File: src/rtl/ncsl_pkg.sv
`timescale 1ns / 1ps
// ----------------------------------------------------------------------------
// ncsl_pkg: shared types and constants of the nesting-checked source lexer
// Token and error codes, lexer modes, and the beat passed from the front end
// to the back end.
// ----------------------------------------------------------------------------
package ncsl_pkg;

  localparam int unsigned ColumnBitsDef   = 12;
  localparam int unsigned LineBitsDef     = 16;
  localparam int unsigned DepthBitsDef    = 16;
  localparam int unsigned KeywordCharsDef = 5;

  // input kinds
  localparam logic [1:0] KIND_CHAR    = 2'd0;
  localparam logic [1:0] KIND_EOL     = 2'd1;
  localparam logic [1:0] KIND_EOI     = 2'd2;
  localparam logic [1:0] KIND_RESTART = 2'd3;

  // result kinds
  localparam logic [1:0] RK_TOKEN = 2'd0;
  localparam logic [1:0] RK_ERROR = 2'd1;
  localparam logic [1:0] RK_DONE  = 2'd2;

  // error codes
  localparam logic [2:0] ERR_PAREN   = 3'd0;
  localparam logic [2:0] ERR_BRACKET = 3'd1;
  localparam logic [2:0] ERR_BRACE   = 3'd2;
  localparam logic [2:0] ERR_STRING  = 3'd3;
  localparam logic [2:0] ERR_NUMBER  = 3'd4;
  localparam logic [2:0] ERR_CHAR    = 3'd5;

  // token codes
  localparam logic [5:0] T_LPAREN = 6'd0;
  localparam logic [5:0] T_RPAREN = 6'd1;
  localparam logic [5:0] T_LBRACK = 6'd2;
  localparam logic [5:0] T_RBRACK = 6'd3;
  localparam logic [5:0] T_LBRACE = 6'd4;
  localparam logic [5:0] T_RBRACE = 6'd5;
  localparam logic [5:0] T_LT     = 6'd6;
  localparam logic [5:0] T_LE     = 6'd7;
  localparam logic [5:0] T_SHL    = 6'd8;
  localparam logic [5:0] T_LARROW = 6'd9;
  localparam logic [5:0] T_GT     = 6'd10;
  localparam logic [5:0] T_GE     = 6'd11;
  localparam logic [5:0] T_SHR    = 6'd12;
  localparam logic [5:0] T_ASSIGN = 6'd13;
  localparam logic [5:0] T_SCOPE  = 6'd14;
  localparam logic [5:0] T_PLUS   = 6'd15;
  localparam logic [5:0] T_SUB    = 6'd16;
  localparam logic [5:0] T_MUL    = 6'd17;
  localparam logic [5:0] T_POW    = 6'd18;
  localparam logic [5:0] T_DIV    = 6'd19;
  localparam logic [5:0] T_MOD    = 6'd20;
  localparam logic [5:0] T_AND    = 6'd21;
  localparam logic [5:0] T_LAND   = 6'd22;
  localparam logic [5:0] T_OR     = 6'd23;
  localparam logic [5:0] T_LOR    = 6'd24;
  localparam logic [5:0] T_NOT    = 6'd25;
  localparam logic [5:0] T_TILDE  = 6'd26;
  localparam logic [5:0] T_XOR    = 6'd27;
  localparam logic [5:0] T_IDENT  = 6'd28;
  localparam logic [5:0] T_INT    = 6'd29;
  localparam logic [5:0] T_FLOAT  = 6'd30;
  localparam logic [5:0] T_STR    = 6'd31;
  localparam logic [5:0] T_KW0    = 6'd32;
  localparam int unsigned NumKw   = 19;

  // lexer modes
  localparam logic [2:0] M_IDLE = 3'd0;
  localparam logic [2:0] M_OP   = 3'd1;
  localparam logic [2:0] M_WORD = 3'd2;
  localparam logic [2:0] M_NUM  = 3'd3;
  localparam logic [2:0] M_STR  = 3'd4;
  localparam logic [2:0] M_SKIP = 3'd5;

  // character classes from the front end
  typedef enum logic [3:0] {
    CC_SPACE, CC_DIGIT, CC_ALPHA, CC_DOT, CC_QUOTE, CC_BSLASH,
    CC_OPEN, CC_CLOSE, CC_OPCHAR, CC_SINGLE, CC_OTHER
  } char_class_e;

  // classified beat in the queue
  typedef struct packed {
    logic [1:0]  kind;
    logic [7:0]  ch;
    char_class_e cls;
    logic [1:0]  nest;    // 0 paren, 1 bracket, 2 brace
    logic [5:0]  single;  // token of a single-character symbol / opener / closer
  } beat_t;

  // keyword text, packed right-aligned 8 bits a letter, with length
  function automatic logic [63:0] kw_text(input int unsigned k);
    logic [63:0] v;
    v = '0;
    case (k)
      0:  v = 64'h666e;
      1:  v = 64'h6c6f6f70;
      2:  v = 64'h6966;
      3:  v = 64'h6c656e;
      4:  v = 64'h6174;
      5:  v = 64'h76696577;
      6:  v = 64'h71756f7465;
      7:  v = 64'h6576616c;
      8:  v = 64'h64726f70;
      9:  v = 64'h74797065;
      10: v = 64'h71756974;
      11: v = 64'h726576;
      12: v = 64'h737562;
      13: v = 64'h6177616974;
      14: v = 64'h757365;
      15: v = 64'h6c6f6164;
      16: v = 64'h706172616d;
      17: v = 64'h6d6f64;
      18: v = 64'h707562;
      default: v = '0;
    endcase
    return v;
  endfunction

  function automatic logic [3:0] kw_len(input int unsigned k);
    logic [3:0] l;
    l = 4'd0;
    case (k)
      0, 2, 4: l = 4'd2;
      3, 11, 12, 14, 17, 18: l = 4'd3;
      1, 5, 7, 8, 9, 10, 15: l = 4'd4;
      6, 13, 16: l = 4'd5;
      default: l = 4'd0;
    endcase
    return l;
  endfunction

endpackage

File: src/rtl/nesting_checked_source_lexer.sv
`timescale 1ns / 1ps
// ----------------------------------------------------------------------------
// nesting_checked_source_lexer: streaming lexer with nesting checks
// One source character, end of line, end of input or restart per input beat;
// tokens, errors and a completion report out as result beats.
// ----------------------------------------------------------------------------
// Usage:
//   Input channel (in_valid_i / in_ready_o) carries kind_i and char_code_i.
//   Output channel (out_valid_o / out_ready_i) carries one result per beat;
//   last_o marks the final result caused by one input beat. A beat causes
//   zero, one or two results.
//   A result passes the input register, a queue entry and the lexer
//   step registered into the result buffer before it appears.
//   Throughput: one input beat per cycle while each causes at most one
//   result and the receiver is ready; a beat with two results holds
//   the lexer until the result buffer, draining one a cycle, has room.
//   Reset clears all counters, depths and the lexer mode at once; a restart
//   beat does the same in band. When the receiver stalls, the result buffer
//   holds, the lexer stops, and the two-entry queue and input register
//   fill before in_ready_o drops.
// ----------------------------------------------------------------------------
module nesting_checked_source_lexer #(
  parameter int unsigned COLUMN_BITS   = ncsl_pkg::ColumnBitsDef,
  parameter int unsigned LINE_BITS     = ncsl_pkg::LineBitsDef,
  parameter int unsigned DEPTH_BITS    = ncsl_pkg::DepthBitsDef,
  parameter int unsigned KEYWORD_CHARS = ncsl_pkg::KeywordCharsDef
) (
  input  logic        clk_i,
  input  logic        rst_ni,
  input  logic        in_valid_i,
  output logic        in_ready_o,
  input  logic [1:0]  kind_i,
  input  logic [7:0]  char_code_i,
  output logic        out_valid_o,
  input  logic        out_ready_i,
  output logic [1:0]  result_kind_o,
  output logic [5:0]  token_code_o,
  output logic [2:0]  error_code_o,
  output logic [1:0]  unclosed_o,
  output logic [15:0] line_number_o,
  output logic [11:0] start_column_o,
  output logic [12:0] token_length_o,
  output logic        last_o
);

  logic            f_valid, f_ready, b_valid, b_ready;
  ncsl_pkg::beat_t f_beat, b_beat;

  // classify each beat
  ncsl_front u_front (
    .clk_i, .rst_ni,
    .in_valid_i, .in_ready_o, .kind_i, .char_code_i,
    .q_valid_o(f_valid), .q_ready_i(f_ready), .q_beat_o(f_beat)
  );

  // decouple classification from lexing
  ncsl_queue u_queue (
    .clk_i, .rst_ni,
    .wr_valid_i(f_valid), .wr_ready_o(f_ready), .wr_beat_i(f_beat),
    .rd_valid_o(b_valid), .rd_ready_i(b_ready), .rd_beat_o(b_beat)
  );

  // advance lexer state and issue results
  ncsl_back #(
    .COLUMN_BITS(COLUMN_BITS), .LINE_BITS(LINE_BITS),
    .DEPTH_BITS(DEPTH_BITS), .KEYWORD_CHARS(KEYWORD_CHARS)
  ) u_back (
    .clk_i, .rst_ni,
    .q_valid_i(b_valid), .q_ready_o(b_ready), .q_beat_i(b_beat),
    .out_valid_o, .out_ready_i, .result_kind_o, .token_code_o, .error_code_o,
    .unclosed_o, .line_number_o, .start_column_o, .token_length_o, .last_o
  );

endmodule

File: src/rtl/ncsl_front.sv
`timescale 1ns / 1ps
// ----------------------------------------------------------------------------
// ncsl_front: input stage and character classifier
// Registers each accepted beat with its character class and symbol token.
// ----------------------------------------------------------------------------
module ncsl_front (
  input  logic           clk_i,
  input  logic           rst_ni,
  input  logic           in_valid_i,
  output logic           in_ready_o,
  input  logic [1:0]     kind_i,
  input  logic [7:0]     char_code_i,
  output logic           q_valid_o,
  input  logic           q_ready_i,
  output ncsl_pkg::beat_t q_beat_o
);

  logic            valid_q;
  ncsl_pkg::beat_t beat_q, beat_d;

  assign in_ready_o = !valid_q || q_ready_i;
  assign q_valid_o  = valid_q;
  assign q_beat_o   = beat_q;

  always_comb begin
    beat_d        = '0;
    beat_d.kind   = kind_i;
    beat_d.ch     = char_code_i;
    beat_d.cls    = ncsl_pkg::CC_OTHER;
    beat_d.nest   = 2'd0;
    beat_d.single = '0;
    if (char_code_i >= 8'h30 && char_code_i <= 8'h39) begin
      beat_d.cls = ncsl_pkg::CC_DIGIT;
    end else if ((char_code_i >= 8'h61 && char_code_i <= 8'h7a) ||
                 (char_code_i >= 8'h41 && char_code_i <= 8'h5a)) begin
      beat_d.cls = ncsl_pkg::CC_ALPHA;
    end else begin
      case (char_code_i)
        8'h20: beat_d.cls = ncsl_pkg::CC_SPACE;
        8'h2e: beat_d.cls = ncsl_pkg::CC_DOT;
        8'h22: beat_d.cls = ncsl_pkg::CC_QUOTE;
        8'h5c: beat_d.cls = ncsl_pkg::CC_BSLASH;
        8'h28: begin
          beat_d.cls = ncsl_pkg::CC_OPEN; beat_d.nest = 2'd0;
          beat_d.single = ncsl_pkg::T_LPAREN;
        end
        8'h29: begin
          beat_d.cls = ncsl_pkg::CC_CLOSE; beat_d.nest = 2'd0;
          beat_d.single = ncsl_pkg::T_RPAREN;
        end
        8'h5b: begin
          beat_d.cls = ncsl_pkg::CC_OPEN; beat_d.nest = 2'd1;
          beat_d.single = ncsl_pkg::T_LBRACK;
        end
        8'h5d: begin
          beat_d.cls = ncsl_pkg::CC_CLOSE; beat_d.nest = 2'd1;
          beat_d.single = ncsl_pkg::T_RBRACK;
        end
        8'h7b: begin
          beat_d.cls = ncsl_pkg::CC_OPEN; beat_d.nest = 2'd2;
          beat_d.single = ncsl_pkg::T_LBRACE;
        end
        8'h7d: begin
          beat_d.cls = ncsl_pkg::CC_CLOSE; beat_d.nest = 2'd2;
          beat_d.single = ncsl_pkg::T_RBRACE;
        end
        8'h3c, 8'h3e, 8'h3a, 8'h2a, 8'h26, 8'h7c, 8'h2d:
          beat_d.cls = ncsl_pkg::CC_OPCHAR;
        8'h2b: begin beat_d.cls = ncsl_pkg::CC_SINGLE; beat_d.single = ncsl_pkg::T_PLUS; end
        8'h2f: begin beat_d.cls = ncsl_pkg::CC_SINGLE; beat_d.single = ncsl_pkg::T_DIV; end
        8'h25: begin beat_d.cls = ncsl_pkg::CC_SINGLE; beat_d.single = ncsl_pkg::T_MOD; end
        8'h21: begin beat_d.cls = ncsl_pkg::CC_SINGLE; beat_d.single = ncsl_pkg::T_NOT; end
        8'h7e: begin beat_d.cls = ncsl_pkg::CC_SINGLE; beat_d.single = ncsl_pkg::T_TILDE; end
        8'h5e: begin beat_d.cls = ncsl_pkg::CC_SINGLE; beat_d.single = ncsl_pkg::T_XOR; end
        default: beat_d.cls = ncsl_pkg::CC_OTHER;
      endcase
    end
  end

  always_ff @(posedge clk_i or negedge rst_ni) begin
    if (!rst_ni) begin
      valid_q <= 1'b0;
    end else if (in_ready_o) begin
      valid_q <= in_valid_i;
    end
  end

  always_ff @(posedge clk_i) begin
    if (in_valid_i && in_ready_o) begin
      beat_q <= beat_d;
    end
  end

endmodule

File: src/rtl/ncsl_queue.sv
`timescale 1ns / 1ps
// ----------------------------------------------------------------------------
// ncsl_queue: two-entry queue between front and back end
// Lets either side stall without stopping the other until the queue fills or empties.
// ----------------------------------------------------------------------------
module ncsl_queue (
  input  logic            clk_i,
  input  logic            rst_ni,
  input  logic            wr_valid_i,
  output logic            wr_ready_o,
  input  ncsl_pkg::beat_t wr_beat_i,
  output logic            rd_valid_o,
  input  logic            rd_ready_i,
  output ncsl_pkg::beat_t rd_beat_o
);

  ncsl_pkg::beat_t mem_q [2];
  logic       wp_q, rp_q;
  logic [1:0] cnt_q;
  logic       wr, rd;

  assign wr_ready_o = (cnt_q != 2'd2);
  assign rd_valid_o = (cnt_q != 2'd0);
  assign rd_beat_o  = mem_q[rp_q];
  assign wr = wr_valid_i && wr_ready_o;
  assign rd = rd_valid_o && rd_ready_i;

  always_ff @(posedge clk_i or negedge rst_ni) begin
    if (!rst_ni) begin
      wp_q  <= 1'b0;
      rp_q  <= 1'b0;
      cnt_q <= 2'd0;
    end else begin
      if (wr) wp_q <= !wp_q;
      if (rd) rp_q <= !rp_q;
      cnt_q <= cnt_q + {1'b0, wr} - {1'b0, rd};
    end
  end

  always_ff @(posedge clk_i) begin
    if (wr) mem_q[wp_q] <= wr_beat_i;
  end

endmodule

File: src/rtl/ncsl_back.sv
`timescale 1ns / 1ps
// ----------------------------------------------------------------------------
// ncsl_back: lexer state machine and result issue
// Steps the lexer state one beat a cycle while the result buffer has room,
// holds up to two results, then hands them out one by one.
// ----------------------------------------------------------------------------
module ncsl_back #(
  parameter int unsigned COLUMN_BITS   = ncsl_pkg::ColumnBitsDef,
  parameter int unsigned LINE_BITS     = ncsl_pkg::LineBitsDef,
  parameter int unsigned DEPTH_BITS    = ncsl_pkg::DepthBitsDef,
  parameter int unsigned KEYWORD_CHARS = ncsl_pkg::KeywordCharsDef
) (
  input  logic            clk_i,
  input  logic            rst_ni,
  input  logic            q_valid_i,
  output logic            q_ready_o,
  input  ncsl_pkg::beat_t q_beat_i,
  output logic            out_valid_o,
  input  logic            out_ready_i,
  output logic [1:0]      result_kind_o,
  output logic [5:0]      token_code_o,
  output logic [2:0]      error_code_o,
  output logic [1:0]      unclosed_o,
  output logic [15:0]     line_number_o,
  output logic [11:0]     start_column_o,
  output logic [12:0]     token_length_o,
  output logic            last_o
);

  localparam int unsigned LenBits = COLUMN_BITS + 1;
  localparam int unsigned PreBits = 8 * KEYWORD_CHARS;
  localparam logic [DEPTH_BITS-1:0]  DepthMax = '1;
  localparam logic [LINE_BITS-1:0]   LineMax  = '1;
  localparam logic [COLUMN_BITS-1:0] ColMax   = '1;
  localparam logic [LenBits-1:0]     LenMax   = LenBits'(1) << COLUMN_BITS;

  typedef struct packed {
    logic [1:0]             rk;
    logic [5:0]             tok;
    logic [2:0]             err;
    logic [1:0]             unc;
    logic [LINE_BITS-1:0]   line;
    logic [COLUMN_BITS-1:0] col;
    logic [LenBits-1:0]     len;
  } res_t;

  // lexer state
  logic [DEPTH_BITS-1:0]  dep_q [3];
  logic [DEPTH_BITS-1:0]  dep_d [3];
  logic [LINE_BITS-1:0]   line_q, line_d;
  logic [COLUMN_BITS-1:0] col_q, col_d, tstart_q, tstart_d;
  logic [2:0]             mode_q, mode_d;
  logic [7:0]             pend_q, pend_d;
  logic [LenBits-1:0]     tcnt_q, tcnt_d;
  logic [PreBits-1:0]     pre_q, pre_d;
  logic [2:0]             nfl_q, nfl_d;
  logic [1:0]             sfl_q, sfl_d;

  // result buffer: up to two results
  res_t       r0_q, r1_q, r0_d, r1_d;
  logic [1:0] rcnt_q, rcnt_d;
  logic       ridx_q;

  logic step;
  assign q_ready_o = (rcnt_q == 2'd0) || (rcnt_q == 2'd1 && ridx_q == 1'b1 && out_ready_i)
                     || (rcnt_q == 2'd1 && ridx_q == 1'b0 && out_ready_i);
  assign step = q_valid_i && q_ready_o;

  res_t cur;
  assign cur = ridx_q ? r1_q : r0_q;
  assign out_valid_o    = (rcnt_q != 2'd0);
  assign result_kind_o  = cur.rk;
  assign token_code_o   = cur.tok;
  assign error_code_o   = cur.err;
  assign unclosed_o     = cur.unc;
  assign line_number_o  = 16'(cur.line);
  assign start_column_o = 12'(cur.col);
  assign token_length_o = 13'(cur.len);
  assign last_o         = (rcnt_q == 2'd1);

  // keyword match over the held prefix
  function automatic logic [5:0] word_code(input logic [PreBits-1:0] p,
                                           input logic [LenBits-1:0] n);
    logic [5:0] r;
    r = ncsl_pkg::T_IDENT;
    if (n <= LenBits'(KEYWORD_CHARS)) begin
      for (int unsigned k = 0; k < ncsl_pkg::NumKw; k++) begin
        if (LenBits'(ncsl_pkg::kw_len(k)) == n &&
            PreBits'(ncsl_pkg::kw_text(k)) == p) begin
          r = ncsl_pkg::T_KW0 + 6'(k);
        end
      end
    end
    return r;
  endfunction

  function automatic logic [6:0] op_pair(input logic [7:0] p, input logic [7:0] c);
    logic [6:0] r;  // bit 6 set: no pair
    r = 7'h40;
    case (p)
      8'h3c: r = c == 8'h3d ? {1'b0, ncsl_pkg::T_LE} : c == 8'h3c ? {1'b0, ncsl_pkg::T_SHL}
                 : c == 8'h2d ? {1'b0, ncsl_pkg::T_LARROW} : 7'h40;
      8'h3e: r = c == 8'h3d ? {1'b0, ncsl_pkg::T_GE} : c == 8'h3e ? {1'b0, ncsl_pkg::T_SHR}
                 : 7'h40;
      8'h3a: r = c == 8'h3d ? {1'b0, ncsl_pkg::T_ASSIGN} : c == 8'h3a ? {1'b0, ncsl_pkg::T_SCOPE}
                 : 7'h40;
      8'h2a: r = c == 8'h2a ? {1'b0, ncsl_pkg::T_POW} : 7'h40;
      8'h26: r = c == 8'h26 ? {1'b0, ncsl_pkg::T_LAND} : 7'h40;
      8'h7c: r = c == 8'h7c ? {1'b0, ncsl_pkg::T_LOR} : 7'h40;
      default: r = 7'h40;
    endcase
    return r;
  endfunction

  function automatic logic [6:0] op_single(input logic [7:0] p);
    logic [6:0] r;
    r = 7'h40;
    case (p)
      8'h3c: r = {1'b0, ncsl_pkg::T_LT};
      8'h3e: r = {1'b0, ncsl_pkg::T_GT};
      8'h2a: r = {1'b0, ncsl_pkg::T_MUL};
      8'h26: r = {1'b0, ncsl_pkg::T_AND};
      8'h7c: r = {1'b0, ncsl_pkg::T_OR};
      8'h2d: r = {1'b0, ncsl_pkg::T_SUB};
      default: r = 7'h40;
    endcase
    return r;
  endfunction

  always_comb begin
    logic [LINE_BITS-1:0] cl;
    logic [6:0]           pc;
    logic                 used;
    logic [1:0]           n;
    res_t                 rs [2];
    ncsl_pkg::char_class_e cls;
    logic [7:0]           c;
    logic [1:0]           ni;

    for (int i = 0; i < 3; i++) dep_d[i] = dep_q[i];
    line_d = line_q; col_d = col_q; tstart_d = tstart_q; mode_d = mode_q;
    pend_d = pend_q; tcnt_d = tcnt_q; pre_d = pre_q; nfl_d = nfl_q; sfl_d = sfl_q;
    cl   = (line_q == LineMax) ? LineMax : line_q + 1'b1;
    n    = 2'd0;
    used = 1'b0;
    rs[0] = '0; rs[1] = '0;
    c   = q_beat_i.ch;
    cls = q_beat_i.cls;
    ni  = q_beat_i.nest;
    pc  = '0;

    if (step) begin
      case (q_beat_i.kind)
        ncsl_pkg::KIND_CHAR: begin
          // settle whatever is pending
          case (mode_q)
            ncsl_pkg::M_SKIP: used = 1'b1;
            ncsl_pkg::M_STR: begin
              used = 1'b1;
              if (tcnt_q < LenMax) tcnt_d = tcnt_q + 1'b1;
              if (cls == ncsl_pkg::CC_QUOTE && !sfl_q[0]) begin
                rs[0] = '{ncsl_pkg::RK_TOKEN, ncsl_pkg::T_STR, 3'd0, 2'd0, cl, tstart_q, tcnt_d};
                n = 2'd1;
                mode_d = ncsl_pkg::M_IDLE;
              end else begin
                sfl_d = {cls == ncsl_pkg::CC_QUOTE, cls == ncsl_pkg::CC_BSLASH};
              end
            end
            ncsl_pkg::M_OP: begin
              pc = op_pair(pend_q, c);
              if (!pc[6]) begin
                rs[0] = '{ncsl_pkg::RK_TOKEN, pc[5:0], 3'd0, 2'd0, cl, tstart_q, LenBits'(2)};
                n = 2'd1;
                mode_d = ncsl_pkg::M_IDLE;
                used = 1'b1;
              end else if (pend_q == 8'h2d && cls == ncsl_pkg::CC_DIGIT) begin
                mode_d = ncsl_pkg::M_NUM;
                tcnt_d = LenBits'(2);
                nfl_d  = 3'd0;
                used   = 1'b1;
              end else begin
                pc = op_single(pend_q);
                if (!pc[6]) begin
                  rs[0] = '{ncsl_pkg::RK_TOKEN, pc[5:0], 3'd0, 2'd0, cl, tstart_q, LenBits'(1)};
                  n = 2'd1;
                end
                mode_d = ncsl_pkg::M_IDLE;
              end
            end
            ncsl_pkg::M_WORD: begin
              if (cls == ncsl_pkg::CC_ALPHA || cls == ncsl_pkg::CC_DIGIT) begin
                if (tcnt_q < LenBits'(KEYWORD_CHARS)) pre_d = {pre_q[PreBits-9:0], c};
                if (tcnt_q < LenMax) tcnt_d = tcnt_q + 1'b1;
                used = 1'b1;
              end else begin
                rs[0] = '{ncsl_pkg::RK_TOKEN, word_code(pre_q, tcnt_q), 3'd0, 2'd0, cl,
                          tstart_q, tcnt_q};
                n = 2'd1;
                mode_d = ncsl_pkg::M_IDLE;
              end
            end
            ncsl_pkg::M_NUM: begin
              if (cls == ncsl_pkg::CC_DIGIT) begin
                nfl_d = {1'b0, nfl_q[1:0]};
                if (tcnt_q < LenMax) tcnt_d = tcnt_q + 1'b1;
                used = 1'b1;
              end else if (cls == ncsl_pkg::CC_DOT) begin
                nfl_d = {1'b1, nfl_q[1] | nfl_q[0], 1'b1};
                if (tcnt_q < LenMax) tcnt_d = tcnt_q + 1'b1;
                used = 1'b1;
              end else if (nfl_q[2] || nfl_q[1]) begin
                rs[0] = '{ncsl_pkg::RK_ERROR, 6'd0, ncsl_pkg::ERR_NUMBER, 2'd0, cl,
                          tstart_q, '0};
                n = 2'd1;
                mode_d = ncsl_pkg::M_SKIP;
                used = 1'b1;
              end else begin
                rs[0] = '{ncsl_pkg::RK_TOKEN, nfl_q[0] ? ncsl_pkg::T_FLOAT : ncsl_pkg::T_INT,
                          3'd0, 2'd0, cl, tstart_q, tcnt_q};
                n = 2'd1;
                mode_d = ncsl_pkg::M_IDLE;
              end
            end
            default: mode_d = ncsl_pkg::M_IDLE;
          endcase

          // start a new item with this character
          if (!used) begin
            case (cls)
              ncsl_pkg::CC_SPACE: ;
              ncsl_pkg::CC_OPEN: begin
                if (dep_q[ni] != DepthMax) dep_d[ni] = dep_q[ni] + 1'b1;
                rs[n[0]] = '{ncsl_pkg::RK_TOKEN, q_beat_i.single, 3'd0, 2'd0, cl, col_q,
                             LenBits'(1)};
                n = n + 2'd1;
              end
              ncsl_pkg::CC_CLOSE: begin
                if (dep_q[ni] == '0) begin
                  rs[n[0]] = '{ncsl_pkg::RK_ERROR, 6'd0, {1'b0, ni}, 2'd0, cl, col_q, '0};
                  mode_d = ncsl_pkg::M_SKIP;
                end else begin
                  dep_d[ni] = dep_q[ni] - 1'b1;
                  rs[n[0]] = '{ncsl_pkg::RK_TOKEN, q_beat_i.single, 3'd0, 2'd0, cl, col_q,
                               LenBits'(1)};
                end
                n = n + 2'd1;
              end
              ncsl_pkg::CC_OPCHAR: begin
                mode_d = ncsl_pkg::M_OP; pend_d = c; tstart_d = col_q;
              end
              ncsl_pkg::CC_SINGLE: begin
                rs[n[0]] = '{ncsl_pkg::RK_TOKEN, q_beat_i.single, 3'd0, 2'd0, cl, col_q,
                             LenBits'(1)};
                n = n + 2'd1;
              end
              ncsl_pkg::CC_QUOTE: begin
                mode_d = ncsl_pkg::M_STR; tstart_d = col_q; tcnt_d = LenBits'(1);
                sfl_d = 2'b10;
              end
              ncsl_pkg::CC_DIGIT: begin
                mode_d = ncsl_pkg::M_NUM; tstart_d = col_q; tcnt_d = LenBits'(1);
                nfl_d = 3'd0;
              end
              ncsl_pkg::CC_ALPHA: begin
                mode_d = ncsl_pkg::M_WORD; tstart_d = col_q; tcnt_d = LenBits'(1);
                pre_d = PreBits'(c);
              end
              default: begin
                tstart_d = col_q; tcnt_d = LenBits'(1);
                rs[n[0]] = '{ncsl_pkg::RK_ERROR, 6'd0, ncsl_pkg::ERR_CHAR, 2'd0, cl, col_q, '0};
                n = n + 2'd1;
                mode_d = ncsl_pkg::M_SKIP;
              end
            endcase
          end
          if (col_q != ColMax) col_d = col_q + 1'b1;
        end

        ncsl_pkg::KIND_EOL, ncsl_pkg::KIND_EOI: begin
          case (mode_q)
            ncsl_pkg::M_OP: begin
              pc = op_single(pend_q);
              if (!pc[6]) begin
                rs[0] = '{ncsl_pkg::RK_TOKEN, pc[5:0], 3'd0, 2'd0, cl, tstart_q, LenBits'(1)};
                n = 2'd1;
              end
            end
            ncsl_pkg::M_WORD: begin
              rs[0] = '{ncsl_pkg::RK_TOKEN, word_code(pre_q, tcnt_q), 3'd0, 2'd0, cl,
                        tstart_q, tcnt_q};
              n = 2'd1;
            end
            ncsl_pkg::M_NUM: begin
              if (nfl_q[2] || nfl_q[1])
                rs[0] = '{ncsl_pkg::RK_ERROR, 6'd0, ncsl_pkg::ERR_NUMBER, 2'd0, cl,
                          tstart_q, '0};
              else
                rs[0] = '{ncsl_pkg::RK_TOKEN, nfl_q[0] ? ncsl_pkg::T_FLOAT : ncsl_pkg::T_INT,
                          3'd0, 2'd0, cl, tstart_q, tcnt_q};
              n = 2'd1;
            end
            ncsl_pkg::M_STR: begin
              if (sfl_q[1])
                rs[0] = '{ncsl_pkg::RK_TOKEN, ncsl_pkg::T_STR, 3'd0, 2'd0, cl, tstart_q, tcnt_q};
              else
                rs[0] = '{ncsl_pkg::RK_ERROR, 6'd0, ncsl_pkg::ERR_STRING, 2'd0, cl,
                          tstart_q, '0};
              n = 2'd1;
            end
            default: ;
          endcase
          mode_d = ncsl_pkg::M_IDLE;
          if (line_q != LineMax) line_d = line_q + 1'b1;
          col_d = '0;
          if (q_beat_i.kind == ncsl_pkg::KIND_EOI) begin
            rs[n[0]] = '{ncsl_pkg::RK_DONE, 6'd0, 3'd0,
                         (dep_q[0] != '0) ? 2'd1 : (dep_q[1] != '0) ? 2'd2 :
                         (dep_q[2] != '0) ? 2'd3 : 2'd0, '0, '0, '0};
            n = n + 2'd1;
          end
        end

        default: begin
          for (int i = 0; i < 3; i++) dep_d[i] = '0;
          line_d = '0; col_d = '0; tstart_d = '0; mode_d = ncsl_pkg::M_IDLE;
          pend_d = '0; tcnt_d = '0; pre_d = '0; nfl_d = '0; sfl_d = '0;
        end
      endcase
    end

    r0_d = rs[0];
    r1_d = rs[1];
    rcnt_d = n;
  end

  always_ff @(posedge clk_i or negedge rst_ni) begin
    if (!rst_ni) begin
      for (int i = 0; i < 3; i++) dep_q[i] <= '0;
      line_q <= '0; col_q <= '0; tstart_q <= '0; mode_q <= ncsl_pkg::M_IDLE;
      pend_q <= '0; tcnt_q <= '0; pre_q <= '0; nfl_q <= '0; sfl_q <= '0;
      rcnt_q <= 2'd0; ridx_q <= 1'b0;
    end else begin
      for (int i = 0; i < 3; i++) dep_q[i] <= dep_d[i];
      line_q <= line_d; col_q <= col_d; tstart_q <= tstart_d; mode_q <= mode_d;
      pend_q <= pend_d; tcnt_q <= tcnt_d; pre_q <= pre_d; nfl_q <= nfl_d; sfl_q <= sfl_d;
      if (step) begin
        rcnt_q <= rcnt_d;
        ridx_q <= 1'b0;
      end else if (out_valid_o && out_ready_i) begin
        rcnt_q <= rcnt_q - 2'd1;
        ridx_q <= 1'b1;
      end
    end
  end

  always_ff @(posedge clk_i) begin
    if (step) begin
      r0_q <= r0_d;
      r1_q <= r1_d;
    end
  end

endmodule
File: config.mk
export PLATFORM = sky130hd
export DESIGN_NAME = nesting_checked_source_lexer
export DESIGN_NICKNAME = d
export VERILOG_FILES = /design/src/rtl/ncsl_pkg.sv /design/src/rtl/nesting_checked_source_lexer.sv /design/src/rtl/ncsl_front.sv /design/src/rtl/ncsl_queue.sv /design/src/rtl/ncsl_back.sv
export SDC_FILE = /design/constraint.sdc
export NUM_CORES = 1
export LEC_CHECK = 0
export BUFFER_PORTS_ARGS = -buffer_cell sky130_fd_sc_hd__buf_4
export CAP_MARGIN = 20
export CORE_MARGIN = 2
export CORE_UTILIZATION = 35
export DETAILED_ROUTE_END_ITERATION = 10
export GPL_TIMING_DRIVEN = 1
export SYNTH_ARGS = -nofsm -noshare
export SYNTH_HDL_FRONTEND = slang
export SYNTH_SLANG_ARGS = --single-unit
File: constraint.sdc
create_clock -name clk_i -period 5.5 [get_ports clk_i]
set_clock_uncertainty 0.2 [all_clocks]
set_input_delay 1.1 -clock clk_i [delete_from_list [all_inputs] [get_ports clk_i]]
set_output_delay 1.1 -clock clk_i [all_outputs]
set_load 0.05 [all_outputs]
==> out/metrics.cfg <==
[logic_synthesis]
synthesis.area_per_instance_um2 = 10.2
synthesis.yosys.warnings = 0
synth_flop_cell = sky130_fd_sc_hd__dfrtp_1
async_reset_ff_share_pct = 51.1
syn-instance-count = 1844
synth.top_cell.area_share_pct = 25.3
post_synth_main_area_contributors = sky130_fd_sc_hd__edfxtp_1, sky130_fd_sc_hd__dfrtp_1, sky130_fd_sc_hd__a22o_1
yosysSeqAreaShare_pct = 47.4
netlist.top_cell.by_area = sky130_fd_sc_hd__edfxtp_1
synth.net_count = 1876
post_synth_instance_area_um2 = 18700
postSynthRegisterBits = 323
netlist_top_cells_count = sky130_fd_sc_hd__dfrtp_1, sky130_fd_sc_hd__edfxtp_1, sky130_fd_sc_hd__nand2_1
edff_count_synth = 158
synth_most_common_cell = sky130_fd_sc_hd__dfrtp_1
synth_cell_type_count = 95

[power_and_ir_drop]
powerDensity_nw_per_um2 = 520
clk_network_pwr_share_pct = 21.9
vdd.ir_drop.worst_mv = 0.371
power.combinational.fraction_pct = 44.3
power_report.internal_total_uw = 6050
finalPower_uw = 10900
sw_frac_of_total_pct = 44.6
seqPwrFrac_pct = 33.8
power.switching_uw = 4870
p_leak_uw = 0.00799

[clock_network]
htree_levels = 2
worst_skew_pair.late_latency_ns = 0.56
cts_hold_buffers = 0
cts_made_buffers = 36
max-clock-path-buffers = 3
worst_setup_hold_path_clk_slew_ns = 0.06
cts_setup_buffers = 0
cts_sinks = 323
cts_resized = 0
tritoncts = done
cts_root_buf = sky130_fd_sc_hd__clkbuf_16

[critical_path]
largest_fanout_on_the_critical_path = 32
cpMaxStageDelayCell = sky130_fd_sc_hd__dfrtp_2
cp_top_family = compound AO/OA/AOI/OAI gates
timing.critical_path.required_ns = 5.79
worst_setup_sp_type = flop
max_stage_delay_ns = 0.85
worstPathBufferInverterCount = 1
worstSetupPathType = flop to flop
cell_by_cell_trace_of_the_critical_path = mux2i_4 -> and2_1 -> a222oi_1 -> buf_4 -> nor3_1 -> nand2_1 -> o31a_2 -> a31oi_4 -> a22o_1
worst_setup_path_end_kind = flop
critical_path_arrival_ns = 4.87

[timing]
worstMarginPinSlew_ns = 1.05
timing.final.crit_period_ns = 4.59
timing_hold_violations_final = 0
rsz0062_at_grt = no
clock.fmax_ghz = 0.218
worst_slew_margin_rel_pct = 29.0
report.final.setup_viol = 0
final_slew_violations = 0
fin_tns_setup_ns = 0
period_share_pct = 83.4

[final_layout]
final_nets = 1906
antenna_cells = 0
post_route_cells_drive_above_1_share_pct = 13.4
area_delta_synth_final_pct = 12.0

[status]
run_status = finished clean

[detailed_routing]
first_pass_iters = 5
route.vias.total = 15600
drc = 0
antenna_left = 0
totalWireLength_um = 54300
drt-vias-per-instance = 6.02
detail_route.iter0.violations = 1735
wl_per_cell_um = 21.0

[worst_hold_path]
worstHoldPathType = flop to flop

[floorplanning]
row_count = 84
ios = 71
die_h_um = 235
core-area_um2 = 52800
initial_core_util_pct = 35.5
die_extent_in_x_um = 235
fp.dieArea_um2 = 55400

[grt]
initial_antenna_violation_count = 0
grtUsageTotal_pct = 19.3
first_global_vias = 14900
grt.overflow.total = 0
grt_first_pass_wirelength_um = 85800
grt_start_max_net_pins = 75

[run]
timing.max_cap.violations = 0

[place]
gpl.final_weighted_congestion = 0.983
buffers_on_ports = 70
dpl.hpwl_um = 39100

-- final timing paths --
path / start / end / slack [ns] / depth (start not counted)
hold reg to reg: u_front.q_beat_o[19]$_DFFE_PP_ / u_queue.mem_q[1][18]$_DFFE_PP_ / 0.25 / 0
setup / recovery: u_queue.rp_q$_DFFE_PN0P_ / u_back.dep_q[29]$_DFFE_PN0P_ / 0.91 / 9
setup reg to reg: u_queue.rp_q$_DFFE_PN0P_ / u_back.dep_q[29]$_DFFE_PN0P_ / 0.91 / 9
min in group asynchronous: rst_ni / u_back.pend_q[7]$_DFFE_PN0P_ / 0.34 / 1
max in group asynchronous: rst_ni / u_back.tstart_q[0]$_DFFE_PN0P_ / 3.66 / 2
hold / removal: u_front.q_beat_o[19]$_DFFE_PP_ / u_queue.mem_q[1][18]$_DFFE_PP_ / 0.25 / 0
-- area by class of cell --
type                    instances  area, um^2
clock buffers                  42         963
fillers                      5147       31800
multi-input cells            1375        9190
repair buffers                 98         739
flip-flops and latches        323        8880
well taps                     688         861
clock inverters                24         215
inverters                      40         153
-- metrics by stage --
| step | instances | utilization, % | setup slack (ns) | instance area (um^2) | hold WS, ns |
|---|---|---|---|---|---|
| after global placement | 2524 | 37.6 | 1.14 | 19800 | 0.226 |
| after global routing | 2590 | 39.8 | 0.673 | 21000 | 0.256 |
| after floorplan | 1844 | - | 0.272 | 18700 | 0.221 |
| final | 2590 | 39.8 | 0.912 | 21000 | 0.249 |
| after detailed placement | 2524 | 37.6 | 1.05 | 19800 | 0.233 |
| after CTS | 2590 | 39.8 | 1.01 | 21000 | 0.246 |
-- metal layers --
metal | vias to the layer above | part of all wire, % | track usage [%]
li1 | 7196 | - | -
met2 | 649 | 44 | 29.3
met1 | 7625 | 45 | 27.1
met3 | 131 | 7.1 | 3.65
met5 | - | 0 | 0
met4 | 0 | 3.9 | 7.62
-- sequential cells by signal, indices dropped and copies added, names as in the netlist, 2 cells and up --
signal	cells
u_back.nfl_q	3
u_back.tcnt_q	13
u_back.r1_q	41
u_back.pend_q	8
u_back.tstart_q	12
u_queue.mem_q	42
u_back.mode_q	3
u_queue.cnt_q	2
u_front.q_beat_o	21
u_back.dep_q	48
u_back.col_q	12
u_back.sfl_q	2
u_back.r0_q	54
u_back.line_q	16
u_back.rcnt_q	2
u_back.pre_q	40
-- power groups by stage --
| stage | clock network [uW] | registers (uW) | logic (uW) |
|---|---|---|---|
| floorplan | 0 | 3540 | 3560 |
| CTS | 2460 | 3700 | 4820 |
| global route | 2560 | 3780 | 5140 |
| detailed placement | 0 | 3740 | 4810 |
| finish | 2400 | 3690 | 4830 |
| global placement | 0 | 3710 | 4790 |
-- cells by family (layout without fill, tap and decap cells) --
kind of cell,count (synthesis),count (layout),share of synthesized area (%)
XOR/XNOR,37,37,1.73
AND/OR/NAND/NOR,743,743,21.7
adder cells (fa/ha/maj),18,18,1.20
AO/OA/AOI/OAI,498,498,19.7
flip-flops,323,323,47.4
buffers and inverters,146,204,3.69
multiplexers,79,79,4.63
-- cells in the final DEF (no fill, tap or decap), types with 44 or more instances in the layout --
cell / Yosys / final
sky130_fd_sc_hd__nand2_1: 151 / 151
sky130_fd_sc_hd__mux2_2: 44 / 44
sky130_fd_sc_hd__buf_4: 10 / 97
sky130_fd_sc_hd__dfrtp_1: 165 / 163
sky130_fd_sc_hd__a21oi_1: 54 / 54
sky130_fd_sc_hd__nor3_1: 49 / 49
sky130_fd_sc_hd__nor2_1: 147 / 147
sky130_fd_sc_hd__nor4_1: 51 / 50
sky130_fd_sc_hd__o21ai_0: 106 / 105
sky130_fd_sc_hd__nand4_1: 49 / 49
sky130_fd_sc_hd__a22o_1: 103 / 103
sky130_fd_sc_hd__nand3_1: 53 / 53
sky130_fd_sc_hd__edfxtp_1: 158 / 158
Power figures use the tool's default switching activity.
